$ cat config.mk
export PLATFORM = sky130hd
export DESIGN_NAME = potential_field_position_step
export DESIGN_NICKNAME = d
export VERILOG_FILES = /design/src/design/pfps_pkg.sv /design/src/design/pfps_unit.sv /design/src/design/potential_field_position_step.sv
export SDC_FILE = /design/constraint.sdc
export NUM_CORES = 2
export LEC_CHECK = 0
export ABC_CLOCK_PERIOD_IN_PS = 19030
export BUFFER_PORTS_ARGS = -buffer_cell sky130_fd_sc_hd__clkbuf_2
export CORE_ASPECT_RATIO = 2
export CORE_UTILIZATION = 28
export CTS_BUF_LIST = sky130_fd_sc_hd__clkbuf_4 sky130_fd_sc_hd__clkbuf_8
export CTS_CLUSTER_DIAMETER = 50
export CTS_CLUSTER_SIZE = 28
export DETAILED_ROUTE_END_ITERATION = 12
export PLACE_DENSITY_LB_ADDON = 0.08
export SYNTH_ARGS = -nofsm -noshare
export SYNTH_HDL_FRONTEND = slang
export SYNTH_SLANG_ARGS = --single-unit
$ cat constraint.sdc
create_clock -name clk -period 19.03 [get_ports clk]
set_input_delay 1.903 -clock clk [delete_from_list [all_inputs] [get_ports clk]]
set_output_delay 1.903 -clock clk [all_outputs]
set_load 0.03 [all_outputs]
$ cat src/design/pfps_pkg.sv
`default_nettype none
package pfps_pkg;

	// datapath width of the shared unit
	localparam int UW = 128;

	// shared unit operations
	localparam logic [1:0] OP_MUL  = 2'd0;
	localparam logic [1:0] OP_DIV  = 2'd1;
	localparam logic [1:0] OP_SQRT = 2'd2;

	// register indexes
	localparam logic [2:0] CFG_TARGET_X = 3'd0;
	localparam logic [2:0] CFG_TARGET_Y = 3'd1;
	localparam logic [2:0] CFG_RADIUS   = 3'd2;
	localparam logic [2:0] CFG_KA       = 3'd3;
	localparam logic [2:0] CFG_KR       = 3'd4;
	localparam logic [2:0] CFG_OBS0     = 3'd5;
	localparam logic [2:0] CFG_OBS1     = 3'd6;
	localparam logic [2:0] CFG_OBS2     = 3'd7;

	localparam logic [30:0] REP_MAX = 31'h7FFF_FFFF;

	typedef struct packed {
		logic       start;
		logic [1:0] op;
		logic [7:0] n;
	} unit_cmd_t;

endpackage
`default_nettype wire

$ cat src/design/pfps_unit.sv
`default_nettype none
// iterative multiply / divide / square root around one add-subtract
module pfps_unit import pfps_pkg::*; (
	input  wire logic          clk,
	input  wire logic          arst_n,
	input  wire unit_cmd_t     cmd,
	input  wire logic [UW-1:0] init_a,
	input  wire logic [UW-1:0] opa_in,
	input  wire logic [UW-1:0] opb_in,
	output logic      [UW-1:0] res,
	output logic      [UW-1:0] quo,
	output logic      [UW-1:0] root,
	output logic               done
);

	logic [UW-1:0] acc_q, opa_q, opb_q, quo_q;
	logic [7:0]    cnt_q;
	logic [1:0]    op_q;
	logic          busy_q, done_q;
	logic [UW-1:0] x, y;
	logic          sub;
	logic [UW:0]   sum;
	logic          ge;

	always_comb begin
		case (op_q)
			OP_DIV: begin
				x   = {acc_q[UW-2:0], opb_q[UW-1]};
				y   = opa_q;
				sub = 1'b1;
			end
			OP_SQRT: begin
				x   = acc_q;
				y   = opa_q | opb_q;
				sub = 1'b1;
			end
			default: begin
				x   = acc_q;
				y   = opa_q;
				sub = 1'b0;
			end
		endcase
		sum = {1'b0, x} + {1'b0, y ^ {UW{sub}}} + {{UW{1'b0}}, sub};
		ge  = sum[UW];
	end

	always_ff @(posedge clk or negedge arst_n) begin
		if (!arst_n) begin
			busy_q <= 1'b0;
			done_q <= 1'b0;
			cnt_q  <= '0;
			op_q   <= OP_MUL;
			acc_q  <= '0;
			opa_q  <= '0;
			opb_q  <= '0;
			quo_q  <= '0;
		end else begin
			done_q <= 1'b0;
			if (cmd.start) begin
				acc_q  <= init_a;
				opa_q  <= opa_in;
				opb_q  <= opb_in;
				quo_q  <= '0;
				cnt_q  <= cmd.n;
				op_q   <= cmd.op;
				busy_q <= 1'b1;
			end else if (busy_q) begin
				case (op_q)
					OP_DIV: begin
						acc_q <= ge ? sum[UW-1:0] : x;
						quo_q <= {quo_q[UW-2:0], ge};
						opb_q <= {opb_q[UW-2:0], 1'b0};
					end
					OP_SQRT: begin
						if (ge) begin
							acc_q <= sum[UW-1:0];
							opa_q <= (opa_q >> 1) | opb_q;
						end else begin
							opa_q <= opa_q >> 1;
						end
						opb_q <= opb_q >> 2;
					end
					default: begin
						if (opb_q[0])
							acc_q <= sum[UW-1:0];
						opa_q <= {opa_q[UW-2:0], 1'b0};
						opb_q <= opb_q >> 1;
					end
				endcase
				cnt_q <= cnt_q - 8'd1;
				if (cnt_q == 8'd1) begin
					busy_q <= 1'b0;
					done_q <= 1'b1;
				end
			end
		end
	end

	assign res  = acc_q;
	assign quo  = quo_q;
	assign root = opa_q;
	assign done = done_q;

endmodule
`default_nettype wire

$ cat src/design/potential_field_position_step.sv
`default_nettype none
// Potential-field position stepper.
// Input channel (in_valid/in_stall): opcode, start_x, start_y. Opcode 1 loads
// the position; opcode 0 moves it one gradient step (attraction toward the
// target plus repulsion from obstacles inside the influence radius).
// Output channel (out_valid/out_stall): next_x, next_y, repelling_mask,
// saturated; one result beat per input beat.
// Config channel (cfg_valid/cfg_ready, always ready): cfg_index selects
// target_x, target_y, influence_radius, attract_gain, repulse_gain and the
// three obstacles; write only while idle.
// Flow: one item at a time through a single shared multiply/divide/sqrt
// unit (one bit per cycle). A load goes via ST_OUT to the output register.
// A step runs attraction, plus per obstacle inside the radius two squarings,
// a square root, three divides and four multiplies (the two repulsion divides
// dominate); an obstacle outside the bounding square ends at the square test,
// one inside the square but outside the circle at the square root.
// in_stall is high while an item is in work; a finished result sits in the
// output register, so a new beat is taken while it waits. If the output is
// still stalled when the next result is ready, the sequencer holds.
// Reset: position 0,0, registers at their defaults, no output valid.
module potential_field_position_step import pfps_pkg::*; #(
	parameter int NUM_OBSTACLES = 3,
	parameter int FRAC_BITS     = 20
) (
	input  wire logic        clk,
	input  wire logic        arst_n,
	input  wire logic        in_valid,
	output logic             in_stall,
	input  wire logic        opcode,
	input  wire logic [31:0] start_x,
	input  wire logic [31:0] start_y,
	output logic             out_valid,
	input  wire logic        out_stall,
	output logic      [31:0] next_x,
	output logic      [31:0] next_y,
	output logic      [2:0]  repelling_mask,
	output logic             saturated,
	input  wire logic        cfg_valid,
	output logic             cfg_ready,
	input  wire logic [2:0]  cfg_index,
	input  wire logic [63:0] cfg_data
);

	localparam int SH = 4 * FRAC_BITS - 32;

	localparam logic [4:0] ST_IDLE  = 5'd0;
	localparam logic [4:0] ST_OBS   = 5'd1;
	localparam logic [4:0] ST_SQX   = 5'd2;
	localparam logic [4:0] ST_SQY   = 5'd3;
	localparam logic [4:0] ST_ROOT  = 5'd4;
	localparam logic [4:0] ST_FDIV  = 5'd5;
	localparam logic [4:0] ST_AMUL  = 5'd6;
	localparam logic [4:0] ST_DEN   = 5'd7;
	localparam logic [4:0] ST_NUMX  = 5'd8;
	localparam logic [4:0] ST_DIVX  = 5'd9;
	localparam logic [4:0] ST_NUMY  = 5'd10;
	localparam logic [4:0] ST_DIVY  = 5'd11;
	localparam logic [4:0] ST_ATTX  = 5'd12;
	localparam logic [4:0] ST_ATTY  = 5'd13;
	localparam logic [4:0] ST_OUT   = 5'd14;

	// config registers
	logic [31:0] tx_q, ty_q, ka_q, kr_q;
	logic [30:0] r_q;
	logic [63:0] obs_q [3];

	// sequencer state
	logic [4:0]         state_q;
	logic               issued_q;
	logic [1:0]         j_q;
	logic [31:0]        px_q, py_q;
	logic [30:0]        ax_q, ay_q;
	logic               sx_q, sy_q;
	logic [62:0]        d2_q;
	logic [31:0]        d_q;
	logic [32:0]        f_q;
	logic [31:0]        amag_q;
	logic [123:0]       den_q;
	logic [62:0]        prod_q;
	logic signed [34:0] rx_q, ry_q;
	logic [2:0]         mask_q;
	logic               sat_q;
	logic [31:0]        nx_q, ny_q;

	// output register
	logic        out_valid_q;
	logic [31:0] out_x_q, out_y_q;
	logic [2:0]  out_mask_q;
	logic        out_sat_q;

	// shared unit
	unit_cmd_t  cmd;
	logic [UW-1:0] ua, ub, uc, u_res, u_quo, u_root;
	logic       u_done;

	pfps_unit u_unit (
		.clk    (clk),
		.arst_n (arst_n),
		.cmd    (cmd),
		.init_a (ua),
		.opa_in (ub),
		.opb_in (uc),
		.res    (u_res),
		.quo    (u_quo),
		.root   (u_root),
		.done   (u_done)
	);

	// obstacle offsets
	logic [63:0]        ob;
	logic signed [32:0] dx, dy;
	logic [32:0]        adx, ady;
	assign ob  = obs_q[j_q];
	assign dx  = $signed({ob[31], ob[31:0]}) - $signed({px_q[31], px_q});
	assign dy  = $signed({ob[63], ob[63:32]}) - $signed({py_q[31], py_q});
	assign adx = dx[32] ? 33'(-dx) : 33'(dx);
	assign ady = dy[32] ? 33'(-dy) : 33'(dy);

	// attraction error for the axis in work
	logic               att_y;
	logic signed [32:0] e;
	logic [32:0]        ae;
	assign att_y = (state_q == ST_ATTY);
	assign e  = att_y ? $signed({py_q[31], py_q}) - $signed({ty_q[31], ty_q})
	                  : $signed({px_q[31], px_q}) - $signed({tx_q[31], tx_q});
	assign ae = e[32] ? 33'(-e) : 33'(e);

	logic arith;
	always_comb begin
		case (state_q)
			ST_SQX, ST_SQY, ST_ROOT, ST_FDIV, ST_AMUL, ST_DEN,
			ST_NUMX, ST_DIVX, ST_NUMY, ST_DIVY, ST_ATTX, ST_ATTY: arith = 1'b1;
			default: arith = 1'b0;
		endcase
	end

	always_comb begin
		cmd       = '0;
		cmd.start = arith && !issued_q;
		ua = '0;
		ub = '0;
		uc = '0;
		case (state_q)
			ST_SQX: begin
				cmd.op = OP_MUL; cmd.n = 8'd31;
				ub = UW'(ax_q); uc = UW'(ax_q);
			end
			ST_SQY: begin
				// accumulate on top of dx^2
				cmd.op = OP_MUL; cmd.n = 8'd31;
				ua = u_res; ub = UW'(ay_q); uc = UW'(ay_q);
			end
			ST_ROOT: begin
				cmd.op = OP_SQRT; cmd.n = 8'd32;
				ua = UW'(d2_q); uc = UW'(1) << 62;
			end
			ST_FDIV: begin
				cmd.op = OP_DIV; cmd.n = 8'd64;
				ub = UW'(r_q);
				uc = UW'(32'({1'b0, r_q}) - d_q) << 96;
			end
			ST_AMUL: begin
				cmd.op = OP_MUL; cmd.n = 8'd33;
				ub = UW'(kr_q); uc = UW'(f_q);
			end
			ST_DEN: begin
				cmd.op = OP_MUL; cmd.n = 8'd62;
				ub = UW'(d2_q); uc = UW'(d2_q);
			end
			ST_NUMX: begin
				cmd.op = OP_MUL; cmd.n = 8'd31;
				ub = UW'(amag_q); uc = UW'(ax_q);
			end
			ST_NUMY: begin
				cmd.op = OP_MUL; cmd.n = 8'd31;
				ub = UW'(amag_q); uc = UW'(ay_q);
			end
			ST_DIVX, ST_DIVY: begin
				cmd.op = OP_DIV; cmd.n = 8'd128;
				ub = UW'(den_q); uc = UW'(prod_q) << SH;
			end
			ST_ATTX, ST_ATTY: begin
				// 2^31 preload rounds halves away from zero
				cmd.op = OP_MUL; cmd.n = 8'd33;
				ua = UW'(1) << 31; ub = UW'(ka_q); uc = UW'(ae);
			end
			default: begin
				cmd.op = OP_MUL;
			end
		endcase
	end

	// repulsion quotient with saturation
	logic        q_over;
	logic [30:0] q_term;
	assign q_over = |u_quo[UW-1:31];
	assign q_term = q_over ? REP_MAX : u_quo[30:0];

	logic signed [34:0] term_x, term_y;
	assign term_x = sx_q ? -$signed({4'b0, q_term}) : $signed({4'b0, q_term});
	assign term_y = sy_q ? -$signed({4'b0, q_term}) : $signed({4'b0, q_term});

	// new coordinate, exact then clamped
	logic [33:0]        a_mag;
	logic signed [37:0] a_s, p_s, r_s, n_full;
	logic               n_hi, n_lo;
	logic [31:0]        n_clamp;
	assign a_mag = u_res[65:32];
	assign a_s   = e[32] ? -$signed({4'b0, a_mag}) : $signed({4'b0, a_mag});
	assign p_s   = att_y ? 38'($signed(py_q)) : 38'($signed(px_q));
	assign r_s   = att_y ? 38'(ry_q) : 38'(rx_q);
	assign n_full = p_s - a_s - r_s;
	assign n_hi  = n_full > 38'sd2147483647;
	assign n_lo  = n_full < -38'sd2147483648;
	assign n_clamp = n_hi ? 32'h7FFF_FFFF : (n_lo ? 32'h8000_0000 : n_full[31:0]);

	logic last_obs;
	assign last_obs = (j_q == 2'(NUM_OBSTACLES - 1));

	always_ff @(posedge clk or negedge arst_n) begin
		if (!arst_n) begin
			state_q     <= ST_IDLE;
			issued_q    <= 1'b0;
			j_q         <= '0;
			px_q        <= '0;
			py_q        <= '0;
			rx_q        <= '0;
			ry_q        <= '0;
			mask_q      <= '0;
			sat_q       <= 1'b0;
			out_valid_q <= 1'b0;
			tx_q        <= 32'd10485760;
			ty_q        <= 32'd10485760;
			r_q         <= 31'd3145728;
			ka_q        <= 32'd171799;
			kr_q        <= 32'd85899;
			obs_q[0]    <= 64'd11258999070523392;
			obs_q[1]    <= 64'd22517998143143936;
			obs_q[2]    <= 64'd36028797027352576;
		end else begin
			if (cfg_valid) begin
				case (cfg_index)
					CFG_TARGET_X: tx_q     <= cfg_data[31:0];
					CFG_TARGET_Y: ty_q     <= cfg_data[31:0];
					CFG_RADIUS:   r_q      <= cfg_data[30:0];
					CFG_KA:       ka_q     <= cfg_data[31:0];
					CFG_KR:       kr_q     <= cfg_data[31:0];
					CFG_OBS0:     obs_q[0] <= cfg_data;
					CFG_OBS1:     obs_q[1] <= cfg_data;
					CFG_OBS2:     obs_q[2] <= cfg_data;
					default: ;
				endcase
			end

			// ST_OUT refills the output register itself
			if (out_valid_q && !out_stall && state_q != ST_OUT)
				out_valid_q <= 1'b0;

			if (cmd.start)
				issued_q <= 1'b1;
			if (u_done)
				issued_q <= 1'b0;

			case (state_q)
				ST_IDLE: begin
					if (in_valid) begin
						j_q    <= '0;
						rx_q   <= '0;
						ry_q   <= '0;
						mask_q <= '0;
						sat_q  <= 1'b0;
						if (opcode) begin
							nx_q    <= start_x;
							ny_q    <= start_y;
							state_q <= ST_OUT;
						end else begin
							state_q <= ST_OBS;
						end
					end
				end
				ST_OBS: begin
					ax_q <= adx[30:0];
					ay_q <= ady[30:0];
					sx_q <= dx[32];
					sy_q <= dy[32];
					if (adx >= {2'b0, r_q} || ady >= {2'b0, r_q}) begin
						j_q <= j_q + 2'd1;
						if (last_obs)
							state_q <= ST_ATTX;
					end else begin
						state_q <= ST_SQX;
					end
				end
				ST_SQX: begin
					if (u_done) state_q <= ST_SQY;
				end
				ST_SQY: begin
					if (u_done) begin
						d2_q    <= u_res[62:0];
						state_q <= ST_ROOT;
					end
				end
				ST_ROOT: begin
					if (u_done) begin
						d_q <= u_root[31:0];
						if (u_root[31:0] >= {1'b0, r_q}) begin
							j_q     <= j_q + 2'd1;
							state_q <= last_obs ? ST_ATTX : ST_OBS;
						end else begin
							mask_q[j_q] <= 1'b1;
							if (d2_q == '0) begin
								// coincident obstacle
								sat_q   <= 1'b1;
								rx_q    <= rx_q + 35'sd2147483647;
								ry_q    <= ry_q + 35'sd2147483647;
								j_q     <= j_q + 2'd1;
								state_q <= last_obs ? ST_ATTX : ST_OBS;
							end else begin
								state_q <= ST_FDIV;
							end
						end
					end
				end
				ST_FDIV: begin
					if (u_done) begin
						f_q     <= u_quo[32:0];
						state_q <= ST_AMUL;
					end
				end
				ST_AMUL: begin
					if (u_done) begin
						amag_q  <= u_res[63:32];
						state_q <= ST_DEN;
					end
				end
				ST_DEN: begin
					if (u_done) begin
						den_q   <= u_res[123:0];
						state_q <= ST_NUMX;
					end
				end
				ST_NUMX: begin
					if (u_done) begin
						prod_q  <= u_res[62:0];
						state_q <= ST_DIVX;
					end
				end
				ST_DIVX: begin
					if (u_done) begin
						rx_q    <= rx_q + term_x;
						if (q_over) sat_q <= 1'b1;
						state_q <= ST_NUMY;
					end
				end
				ST_NUMY: begin
					if (u_done) begin
						prod_q  <= u_res[62:0];
						state_q <= ST_DIVY;
					end
				end
				ST_DIVY: begin
					if (u_done) begin
						ry_q    <= ry_q + term_y;
						if (q_over) sat_q <= 1'b1;
						j_q     <= j_q + 2'd1;
						state_q <= last_obs ? ST_ATTX : ST_OBS;
					end
				end
				ST_ATTX: begin
					if (u_done) begin
						nx_q    <= n_clamp;
						if (n_hi || n_lo) sat_q <= 1'b1;
						state_q <= ST_ATTY;
					end
				end
				ST_ATTY: begin
					if (u_done) begin
						ny_q    <= n_clamp;
						if (n_hi || n_lo) sat_q <= 1'b1;
						state_q <= ST_OUT;
					end
				end
				ST_OUT: begin
					if (!out_valid_q || !out_stall) begin
						out_valid_q <= 1'b1;
						out_x_q     <= nx_q;
						out_y_q     <= ny_q;
						out_mask_q  <= mask_q;
						out_sat_q   <= sat_q;
						px_q        <= nx_q;
						py_q        <= ny_q;
						state_q     <= ST_IDLE;
					end
				end
				default: state_q <= ST_IDLE;
			endcase
		end
	end

	assign in_stall       = (state_q != ST_IDLE);
	assign cfg_ready      = 1'b1;
	assign out_valid      = out_valid_q;
	assign next_x         = out_x_q;
	assign next_y         = out_y_q;
	assign repelling_mask = out_mask_q;
	assign saturated      = out_sat_q;

endmodule
`default_nettype wire

==> flow_metrics.py <==
metrics = {
    "clock_network": {
        "cts_buffer_depth": 4,
        "numCtsBuffers": 167,
        "clock_sinks": 1564,
        "cts_resized": 0,
        "cts_max_level": 4,
        "cts_tree": "built",
        "cts_setup_buffers": 0,
        "root_buffer": "clkbuf_8",
        "ctsHoldBuffers": 0,
        "clkLatencyLatePin_ns": 1.12,
        "clkTransAtPathRegs_ns": 0.13,
    },
    "placement": {
        "portBuffers": 206,
        "gp_congestion": 1.04,
        "dp_cells": 15100,
        "pre_cts_ws_ns": 7.81,
        "placed_area_um2": 106000,
        "hpwlAfterDp_mm": 366,
    },
    "drt": {
        "vias": 85500,
        "wirelength_mm": 474,
        "vias_per_cell": 5.54,
        "ant_nets": 0,
        "drc": 0,
        "wire_per_inst_um": 30.7,
        "drt-initial-drc-count": 6023,
        "dr.pass1.iters": 8,
    },
    "logic_synthesis": {
        "ys_types": 110,
        "async_flop_share_pct": 65.3,
        "ys.flop_type": "dfrtp_1",
        "synth_nets": 11400,
        "synth_cells": 10700,
        "synth_area_um2": 100000,
        "syn_area_per_cell_um2": 9.37,
        "synth_edf_count": 543,
        "synth_seq_cells": 1564,
        "ys_seq_area_share_pct": 41.8,
        "synth-warning-count": 0,
    },
    "die": {
        "rows": 310,
        "pin_count": 208,
        "die_w_um": 425,
        "core_area_um2": 356000,
        "die_area_um2": 360000,
        "start_util_pct": 28.1,
        "die_h_um": 848,
    },
    "grt": {
        "grtUsageTotal_pct": 25.7,
        "antenna_found_initial": 37,
        "grt_max_degree": 129,
        "grt_pass1_vias": 88800,
        "grt_pass1_wl_mm": 666,
        "gr-total-overflow": 0,
    },
    "timing": {
        "finalHoldViolations": 0,
        "timing.final.ws_setup_ns": 8.03,
        "slew_headroom_pct": 3.47,
        "slew_violations": 0,
        "tns_ns": 0,
        "rsz0062_at_grt": "no",
        "fmax_mhz": 90.9,
        "clock_skew_ns": 0.166,
        "layout_min_cycle_time_ns": 11.00,
        "setup_viol": 0,
        "min_period_over_period_pct": 57.8,
        "tightest_slew_ns": 1.43,
    },
    "finish": {
        "drive_gt1_share_pct": 12.3,
        "stdcell_area_um2": 111000,
        "final_cells": 15400,
        "area_delta_synth_final_pct": 10.4,
        "nets": 11300,
    },
    "power_and_ir_drop": {
        "p_int_mw": 5.58,
        "pwr-share-clk_pct": 31.3,
        "combPwrFrac_pct": 25.9,
        "seqPwrFrac_pct": 42.9,
        "switchingPower_mw": 3.23,
        "pwr_density_cell_nw_per_um2": 79.7,
        "switching_share_pct": 36.7,
        "p_leak_nw": 46.0,
        "power_mw": 8.81,
        "ir_worst_vdd_uv": 68.3,
    },
    "worst_setup_path": {
        "crit_slowest_cell": "o311ai_1",
        "crit_buf_inv": 5,
        "cp_max_fo": 29,
        "cp.required_ns": 19.92,
        "crit_path_end_kind": "flop",
        "path_class": "reg2reg",
        "worstPathArrival_ns": 11.89,
        "slowest_delay_ns": 1.11,
        "critical-path-top-delay-family": "compound AO/OA/AOI/OAI gates",
        "cp-start-kind": "flop",
    },
    "run": {
        "cap_violations": 0,
    },
    "status": {
        "run_status": "finished, final reports clean",
    },
    "worst_hold_path": {
        "min_path_type": "reg2reg",
    },
}
==> path summary, 6_finish.rpt <==
| check | slack, ns | depth (start not counted) | start | endpoint |
|---|---|---|---|---|
| hold / removal | 0.46 | 2 | prod_q[40] | u_unit.opb_q[88] |
| min in group asynchronous | 0.75 | 1 | arst_n | state_q[2] |
| setup / recovery | 8.03 | 35 | px_q[0] | ny_q[24] |
| max in group asynchronous | 13.99 | 6 | arst_n | obs_q[133] |
| hold reg to reg | 0.46 | 2 | prod_q[40] | u_unit.opb_q[88] |
| setup reg to reg | 8.03 | 35 | px_q[0] | ny_q[24] |
==> power by group through the flow <==
stage          Sequential [mW]  Clock [mW]  Combinational [mW]
2_1_floorplan             3.81           0                1.42
3_3_place_gp              3.84           0                2.24
3_5_place_dp              3.85           0                2.28
4_1_cts                   3.78        2.85                2.29
5_1_grt                   3.80        2.95                2.48
6_report                  3.78        2.75                2.28
==> worst register-to-register path, delay by kind of cell (launching register included) <==
| kind | cells | cell delay, ns |
|---|---|---|
| xor+xnor | 2 | 0.20 |
| flops | 1 | 0.43 |
| compound gates | 16 | 5.30 |
| simple gates | 8 | 2.13 |
| buf+inv | 5 | 1.26 |
| fa+ha+maj | 4 | 1.47 |
==> sequential cells by signal, indices dropped and copies added (netlist names), 33 cells and up <==
name,flops
u_unit.quo,128
u_unit.root,128
prod_q,63
u_unit.opb_q,128
u_unit.res,128
ry_q,35
den_q,124
f_q,33
rx_q,35
obs_q,192
d2_q,63
==> final cells by class <==
| cell class | instances | area [um2] |
|---|---|---|
| Clock inverter | 117 | 1500 |
| Inverter | 419 | 1580 |
| Multi-Input combinational cell | 8012 | 54400 |
| Clock buffer | 183 | 2460 |
| Antenna cell | 55 | 138 |
| Sequential cell | 1564 | 41900 |
| Timing Repair Buffer | 411 | 2660 |
| Tap cell | 4680 | 5860 |
| Fill cell | 37600 | 246000 |
==> placed cells by master (no fill, tap or decap), types with 31 or more instances in the layout <==
cell | Yosys | final
nor2b_1 | 70 | 69
and2_1 | 42 | 39
a21o_1 | 303 | 302
edfxtp_1 | 543 | 543
o21ai_1 | 33 | 32
inv_1 | 415 | 414
and3_1 | 51 | 48
nor4_1 | 72 | 68
a211oi_1 | 62 | 60
a22o_1 | 166 | 166
a22oi_1 | 231 | 231
o21ai_0 | 984 | 982
o21bai_1 | 73 | 72
a31oi_1 | 80 | 80
dfrtp_1 | 985 | 982
nand2b_1 | 69 | 67
o211ai_1 | 65 | 65
fa_1 | 45 | 45
ha_1 | 496 | 494
a21oi_1 | 1069 | 1068
o21a_1 | 70 | 69
mux2i_1 | 225 | 224
clkbuf_8 | 0 | 174
xnor2_1 | 427 | 427
mux2_2 | 423 | 423
xor2_1 | 183 | 183
o22a_1 | 37 | 37
nor2_1 | 557 | 538
nand2_1 | 1144 | 1143
a221oi_1 | 98 | 98
diode_2 | 0 | 55
a222oi_1 | 31 | 31
dfstp_2 | 36 | 36
nor3_1 | 100 | 90
nand4_1 | 106 | 106
o31ai_1 | 75 | 74
buf_4 | 6 | 199
clkbuf_2 | 0 | 205
nand3_1 | 211 | 209
==> cell usage after synthesis (72+ instances only) <==
cell / instances / area (um2)
a21o_1: 303 / 2270
a21oi_1: 1069 / 5350
a221oi_1: 98 / 858
a22o_1: 166 / 1450
a22oi_1: 231 / 1730
a31oi_1: 80 / 500
buf_1: 76 / 285
clkbuf_1: 584 / 2190
dfrtp_1: 985 / 24600
edfxtp_1: 543 / 16300
ha_1: 496 / 6210
inv_1: 415 / 1560
mux2_2: 423 / 4760
mux2i_1: 225 / 2250
nand2_1: 1144 / 4290
nand3_1: 211 / 1060
nand4_1: 106 / 663
nor2_1: 557 / 2090
nor3_1: 100 / 500
nor4_1: 72 / 450
o21ai_0: 984 / 4920
o21bai_1: 73 / 548
o31ai_1: 75 / 563
xnor2_1: 427 / 3740
xor2_1: 183 / 1600
==> metal layers <==
metal | vias to the layer above | track usage [%] | share of wire [%]
met5 | - | 0 | 0.0027
met3 | 945 | 2.75 | 3.5
met4 | 2 | 21.6 | 9.6
li1 | 38900 | - | -
met2 | 2461 | 48.6 | 53
met1 | 43200 | 24.8 | 34
==> logic make-up (layout without fill, tap and decap cells) <==
group,count (synthesis),in the layout,share of synthesized area [%]
multiplexers,650,650,7.03
flip-flops,1564,1564,41.8
XOR/XNOR,610,610,5.34
AO/OA/AOI/OAI,3634,3634,22.8
other,1,56,0.00375
adder cells (fa/ha/maj),541,541,7.10
AND/OR/NAND/NOR,2576,2576,11.7
buffers and inverters,1110,1130,4.21
==> stage by stage <==
| stage | util, % | hold slack [ns] |
|---|---|---|
| floorplan | - | 0.416 |
| global placement | 29.9 | 0.456 |
| detailed placement | 29.9 | 0.449 |
| CTS | 31.0 | 0.452 |
| global route | 31.0 | 0.485 |
| finish | 31.0 | 0.458 |
No activity file was read; power rests on OpenSTA's default activity.
